`config.mk`:
```
export PLATFORM = sky130hd
export DESIGN_NAME = pfrl_ctrl
export DESIGN_NICKNAME = d
export VERILOG_FILES = /design/src/hdl/pfrl_pkg.sv /design/src/hdl/pfrl_ctrl.sv
export VERILOG_INCLUDE_DIRS = /design/src /design/src/hdl
export SDC_FILE = /design/constraint.sdc
export NUM_CORES = 1
export LEC_CHECK = 0
export BUFFER_PORTS_ARGS = -buffer_cell sky130_fd_sc_hd__buf_2
export CORE_AREA = 3 3 40 42
export CTS_BUF_LIST = sky130_fd_sc_hd__clkbuf_4
export DETAILED_ROUTE_END_ITERATION = 12
export DIE_AREA = 0 0 43 45
export SYNTH_ARGS = -nofsm -noshare
export SYNTH_HDL_FRONTEND = slang
export SYNTH_SLANG_ARGS = --single-unit
```
`constraint.sdc`:
```
create_clock -name i_clk -period 1.3 [get_ports i_clk]
set_clock_uncertainty 0.15 [all_clocks]
set_input_delay 0.065 -clock i_clk [delete_from_list [all_inputs] [get_ports i_clk]]
set_output_delay 0.065 -clock i_clk [all_outputs]
set_load 0.02 [all_outputs]
```
`src/hdl/assert_macros.svh`:
```
// Assertion macros for the RTL of the flow rate limiter; included by pfrl_ctrl.
// Depends on nothing; each macro expands to one concurrent assertion.
`ifndef ASSERT_MACROS_SVH
`define ASSERT_MACROS_SVH

// Property must hold at every clock edge while reset is released.
`define ASSERT_CLK(label, clk, rst_n, prop, msg) \
    label: assert property (@(posedge clk) disable iff (!rst_n) prop) else $error(msg);

// Expression must never be true while reset is released.
`define ASSERT_NEVER(label, clk, rst_n, expr, msg) \
    label: assert property (@(posedge clk) disable iff (!rst_n) !(expr)) else $error(msg);

`endif

```
`src/hdl/pfrl_pkg.sv`:
```
// Package for the per-flow packet rate limiter: widths, codes, word types.
// Used by pfrl_ctrl, pfrl_dp and the top level; depends on nothing.
`default_nettype none

package pfrl_pkg;

    localparam int FLOW_ENTRIES = 64;
    localparam int IDX_W        = (FLOW_ENTRIES > 1) ? $clog2(FLOW_ENTRIES) : 1;

    localparam int ADDR_W   = 32;
    localparam int TS_W     = 64;
    localparam int KEY_W    = 2 * ADDR_W;
    localparam int CNT_W    = 32;
    localparam int TO_W     = 40;
    localparam int RATE_W   = 20;
    localparam int LIM_W    = RATE_W + 1;
    localparam int CFG_W    = 40;
    localparam int CFG_IDX_W = 2;
    localparam int STEP_W   = $clog2(CNT_W);

    // count * 1e9 fits in 62 bits; (limit + 1) * span fits in 85 bits.
    localparam int PROD_A_W = 62;
    localparam int PROD_B_W = TS_W + LIM_W;

    localparam logic [63:0] NS_PER_SEC    = 64'd1000000000;
    localparam logic [TO_W-1:0]   IDLE_TO_RST  = TO_W'(64'd2000000000);
    localparam logic [TO_W-1:0]   MIN_WIN_RST  = TO_W'(64'd1000000000);
    localparam logic [RATE_W-1:0] RATE_LIM_RST = RATE_W'(500);

    localparam logic [CFG_IDX_W-1:0] CFG_IDLE_TIMEOUT = 2'd0;
    localparam logic [CFG_IDX_W-1:0] CFG_MIN_WINDOW   = 2'd1;
    localparam logic [CFG_IDX_W-1:0] CFG_RATE_LIMIT   = 2'd2;

    typedef enum logic [1:0] {
        VERDICT_ABORT = 2'd0,
        VERDICT_DROP  = 2'd1,
        VERDICT_PASS  = 2'd2
    } t_verdict;

    typedef struct packed {
        logic [ADDR_W-1:0] src_addr;
        logic [ADDR_W-1:0] dst_addr;
        logic [TS_W-1:0]   now_ns;
        logic              header_complete;
    } t_in_word;

    typedef struct packed {
        t_verdict verdict;
        logic     flow_untracked;
    } t_out_word;

    typedef struct packed {
        logic [KEY_W-1:0] key;
        logic [TS_W-1:0]  start;
        logic [TS_W-1:0]  last;
        logic [CNT_W-1:0] count;
    } t_flow_entry;

    typedef enum logic [2:0] {
        ST_IDLE,
        ST_SEARCH,
        ST_EVAL,
        ST_SPAN,
        ST_MULT,
        ST_WRITE,
        ST_DONE
    } t_state;

    typedef struct packed {
        logic load;
        logic search_run;
        logic eval;
        logic span;
        logic mult_step;
        logic write;
        logic finish;
    } t_ctrl_cmd;

    typedef struct packed {
        logic in_hdr;
        logic search_done;
        logic mult_last;
        logic out_free;
    } t_ctrl_stat;

endpackage

`default_nettype wire

```
`src/hdl/pfrl_ctrl.sv`:
```
// Control state machine of the flow rate limiter: sequences search,
// evaluation, multiply, write-back and result hand-off. Depends on pfrl_pkg.
`default_nettype none
`include "assert_macros.svh"

module pfrl_ctrl (
    input  wire                   i_clk,
    input  wire                   i_rst_n,
    input  wire                   i_in_valid,
    output logic                  o_in_ready,
    input  pfrl_pkg::t_ctrl_stat  i_stat,
    output pfrl_pkg::t_ctrl_cmd   o_cmd
);

    pfrl_pkg::t_state r_state;
    pfrl_pkg::t_state n_state;
    logic             accept;

    assign accept = i_in_valid && (r_state == pfrl_pkg::ST_IDLE);

    always_ff @(posedge i_clk) begin
        if (!i_rst_n) begin
            r_state <= pfrl_pkg::ST_IDLE;
        end else begin
            r_state <= n_state;
        end
    end

    always_comb begin
        n_state = r_state;
        case (r_state)
            pfrl_pkg::ST_IDLE: begin
                if (accept) begin
                    n_state = i_stat.in_hdr ? pfrl_pkg::ST_SEARCH : pfrl_pkg::ST_DONE;
                end
            end
            pfrl_pkg::ST_SEARCH: begin
                if (i_stat.search_done) begin
                    n_state = pfrl_pkg::ST_EVAL;
                end
            end
            pfrl_pkg::ST_EVAL:  n_state = pfrl_pkg::ST_SPAN;
            pfrl_pkg::ST_SPAN:  n_state = pfrl_pkg::ST_MULT;
            pfrl_pkg::ST_MULT: begin
                if (i_stat.mult_last) begin
                    n_state = pfrl_pkg::ST_WRITE;
                end
            end
            pfrl_pkg::ST_WRITE: n_state = pfrl_pkg::ST_DONE;
            pfrl_pkg::ST_DONE: begin
                if (i_stat.out_free) begin
                    n_state = pfrl_pkg::ST_IDLE;
                end
            end
            default: n_state = pfrl_pkg::ST_IDLE;
        endcase
    end

    always_comb begin
        o_in_ready       = r_state == pfrl_pkg::ST_IDLE;
        o_cmd.load       = accept;
        o_cmd.search_run = r_state == pfrl_pkg::ST_SEARCH;
        o_cmd.eval       = r_state == pfrl_pkg::ST_EVAL;
        o_cmd.span       = r_state == pfrl_pkg::ST_SPAN;
        o_cmd.mult_step  = r_state == pfrl_pkg::ST_MULT;
        o_cmd.write      = r_state == pfrl_pkg::ST_WRITE;
        o_cmd.finish     = (r_state == pfrl_pkg::ST_DONE) && i_stat.out_free;
    end

    `ASSERT_CLK(a_search_after_accept, i_clk, i_rst_n, ((r_state == pfrl_pkg::ST_SEARCH) && ($past(r_state) == pfrl_pkg::ST_IDLE)) |-> $past(accept), "search entered without an accepted word")
    `ASSERT_CLK(a_write_after_mult, i_clk, i_rst_n, (r_state == pfrl_pkg::ST_WRITE) |-> ($past(r_state) == pfrl_pkg::ST_MULT), "write-back without a finished multiply")
    `ASSERT_NEVER(a_search_done_stray, i_clk, i_rst_n, i_stat.search_done && (r_state != pfrl_pkg::ST_SEARCH), "search completion outside the search phase")

endmodule

`default_nettype wire

```
# After elaboration in Yosys (flattened, before gate mapping)
# Index checks and enable logic that the tools add are counted.
# classes
eq_ne	10
n_reduce_logical	4
mux	6
# op_table
op	count
$pmux 3 s7	1
$mux 3	5
$eq 3x3->1 const B	3
$eq 3x2->1 const B	2
$ne 2x2->1 const B	3
$reduce_and 4->1	1
$eq 3x1->1 const B	1
$logic_not 3->1	1
$logic_and 1x1->1	2
$ne 2x1->1 const B	1
# totals
regBits	3
elab_cells	21
output_inout_bits	8

# Logic depth before layout (Yosys ltp)
# depth
depth_word	4
ltp_mapped	5

# Least setup slack after synthesis
# No wires, ideal clock.
# synth_path
kind	flip-flop to output port
startpoint	register r_state[0]
endpoint	output o_cmd[6] in the netlist's numbering
required_time_ns	1.085
stages_incl_launch_ff	5
t_arrival_ns	1.385
path_slack_ns	-0.300
cell_sequence	dfxtp_1 -> buf_4 -> nor3_1 -> and2_1 -> buf_4
# synth_via
elab_chain_cells	2
# synth_lines
element	line	text
start, declared	pfrl_ctrl.sv:15	pfrl_pkg::t_state r_state;
start signal, assigned	pfrl_ctrl.sv:23	r_state <= pfrl_pkg::ST_IDLE;
start signal, assigned	pfrl_ctrl.sv:25	r_state <= n_state;
$logic_not 3->1	n/a	
named net o_in_ready	pfrl_ctrl.sv:10	output logic o_in_ready,
$logic_and 1x1->1	pfrl_ctrl.sv:19	assign accept = i_in_valid && (r_state == pfrl_pkg::ST_IDLE);
end, declared	pfrl_ctrl.sv:12	output pfrl_pkg::t_ctrl_cmd o_cmd
# The timed path passes the listed nets, and every way through them passes these cells.

# Worst setup path after layout
# layout_path
startpoint	register r_state[1]
endpoint	register r_state[0]
# layout_via
elab_chain_cells	4
# layout_lines
element	line
$logic_not 3->1	pfrl_ctrl.sv:19, pfrl_ctrl.sv:31
$logic_and 1x1->1	pfrl_ctrl.sv:19
$ne 2x1->1 (no line)	n/a
$reduce_and 4->1 (no line)	n/a
# Several ways; a longest one is shown, not always the timed one.
# A chain may end at the register's enable or synchronous reset.

==> metrics.cfg <==
[status]
status = finished, violations left
violations = negative setup slack

[pwr]
power_uw = 1750
vdd_drop_max_mv = 0.868
p_per_area_nw_per_um2 = 2840
p_leak_uw = 0.000280

[synthesis]
ys_async_sr_fraction_pct = 0
ys_ff_latch = 3
synth_area_per_cell_um2 = 8.34
synth_commonest_cells = buf_4, dfxtp_1, inv_1, nand2_1, nor3_1
ys_types = 24
synth_top_area_share_pct = 20.0
netlist_area_um2 = 300
synth_sequential_area_ratio_pct = 20.0
synthTopCellsByArea = dfxtp_1, buf_4, nor3_1
synth_cells = 36
yosysWarnings = 0
synth_top_cell_by_area = dfxtp_1
ys.flop_type = dfxtp_1
synth_edf_count = 0
synth_fp_nets = 43

[cells_and_area]
final_area_um2 = 617
num-fill-cells = 141
diodes = 0
reg_top3 = r_state x3
largest_register = r_state
layout-drive-gt1-share_pct = 73.3
largest_register_ff_count = 3
syn2layout_area_growth_pct = 105
fin_nets = 68

[detailed_routing]
vias = 355
firstDrtPassIters = 2
viasPerCell = 4.73
drt_wl_total_mm = 1.08
routedWlPerCell_um = 14.4
dr.first_iter.drc_count = 3
drcViolationCount = 0
postRouteAntennaNets = 0

[placement]
portBuffers = 14
gp_congestion = 0.776
dpl_cell_area_um2 = 415
dp_hpwl_um = 598

[global_route]
grt_pass1_vias = 365
grt_overflow = 0
grt_start_max_net_pins = 9
globalRouteTotalUtil_pct = 10.2
antenna_found_initial = 0
grt_pass1_wl_mm = 1.45

[sta]
finalHoldViolCount = 0
tns_ns = -0.524
fmax_mhz = 704
whs_ns = 0.0793
relSlewSlack_pct = 76.8
timing.final.ws_setup_ns = -0.121
slew_viol_final = 0
fin_crit_ns = 1.42
min_period_over_period_pct = 109
setup_viol = 7
grt_setup_unrepaired = true
tightest_slew_ns = 0.345

[die]
core_area_um2 = 1280
start_util_pct = 23.4
die_w_um = 43
io_pins = 15
rows = 13
die_area_um2 = 1940
chipHeight_um = 45

[hold_path]
hold_path.class = in2reg

[clock_network]
cts.clk_slew.worst_paths_ns = 0.04
cts.sinks = 3
tritoncts.num_buffers = 3
cts_root_buf = clkbuf_4
cts_max_level = 1
clk_latency_ns = 0.23
cts_tree = done
clockBufferDepth = 2

[critical_path]
critPathLaunchType = register
critPathKind = reg2reg
critPathMaxFanout = 3
required_ns = 1.27
cp-end-kind = register
cp.arrival_ns = 1.39

[flow_run]
max_cap_violations = 0

power breakdown:
part / internal, uW / switching, uW / leakage [uW] / total, uW
Clock: 136 / 46.6 / 0.0000184 / 182
Sequential: 162 / 71.6 / 0.0000264 / 234
Combinational: 677 / 660 / 0.000235 / 1340
layer usage:
metal	vias to the layer above	share of wire, %	track usage (%)
li1	182	-	-
met1	158	37	11.6
met2	13	55	16.5
met3	2	5.7	1.59
met4	0	2.5	9.04
met5	-	0	0
kinds of logic after synthesis:
kind of cell    count (synthesis)  synth area share, %
simple gates                   16                 34.6
buf+inv                         7                 15.8
flops                           3                 20.0
mux                             1                 3.33
compound gates                  9                 26.3
placed cells by master, fill, tap and decap left out, drive strengths merged:
cell type / n
nand2: 3
a21oi: 3
o211a: 1
nor4: 1
and2: 1
nand2b: 1
o311a: 1
mux2i: 1
a41o: 1
nor2: 2
inv: 3
buf: 23
a211oi: 1
clkbuf: 4
nand3b: 1
o211ai: 1
dfxtp: 3
nor3: 3
a32o: 1
or3: 2
and3: 1
nor4b: 1
dlygate4sd3: 1
metrics by stage:
| stage | std cells | util, % | worst slack, ns |
|---|---|---|---|
| floorplan | 36 | - | -0.0942 |
| global placement | 67 | 32.3 | -0.0707 |
| detailed placement | 67 | 32.3 | -0.0776 |
| CTS | 75 | 39.1 | -0.109 |
| global route | 75 | 48.0 | -0.172 |
| finish | 75 | 48.0 | -0.121 |
worst max-delay path: stages, from the launching register on:
cell      delay, ns
dfxtp_2        0.32
or3_4          0.37
a21oi_4        0.19
a211oi_4       0.06
a32o_1         0.21
area by class of cell:
class	count	area [um2]	share of cell area [%]
Multi-Input combinational cell	26	270	43.8
Clock buffer	4	30.0	4.87
Sequential cell	3	68.8	11.2
Timing Repair Buffer	24	210	34.1
Inverter	3	18.8	3.04
Tap cell	15	18.8	3.04
final timing paths:
check	cells after the start	slack (ns)	end	startpoint
worst max register to register	4	-0.12	r_state[0]$_SDFFE_PN0P_	r_state[1]$_SDFFE_PN0P_
worst min register to register	3	0.46	r_state[1]$_SDFFE_PN0P_	r_state[1]$_SDFFE_PN0P_
worst min-delay path	3	0.08	r_state[0]$_SDFFE_PN0P_	i_stat[3]
worst max-delay path	4	-0.12	r_state[0]$_SDFFE_PN0P_	r_state[1]$_SDFFE_PN0P_
what timing repair did:
action,in CTS,in global routing
setup endpoints to repair,11,11
pin swaps,4,5
resized for setup,12,28
endpoints found under the hold margin,1,0
hold buffers,1,0
buffers inserted,2,0
cloned,1,0
No activity file was read; power rests on OpenSTA's default activity.
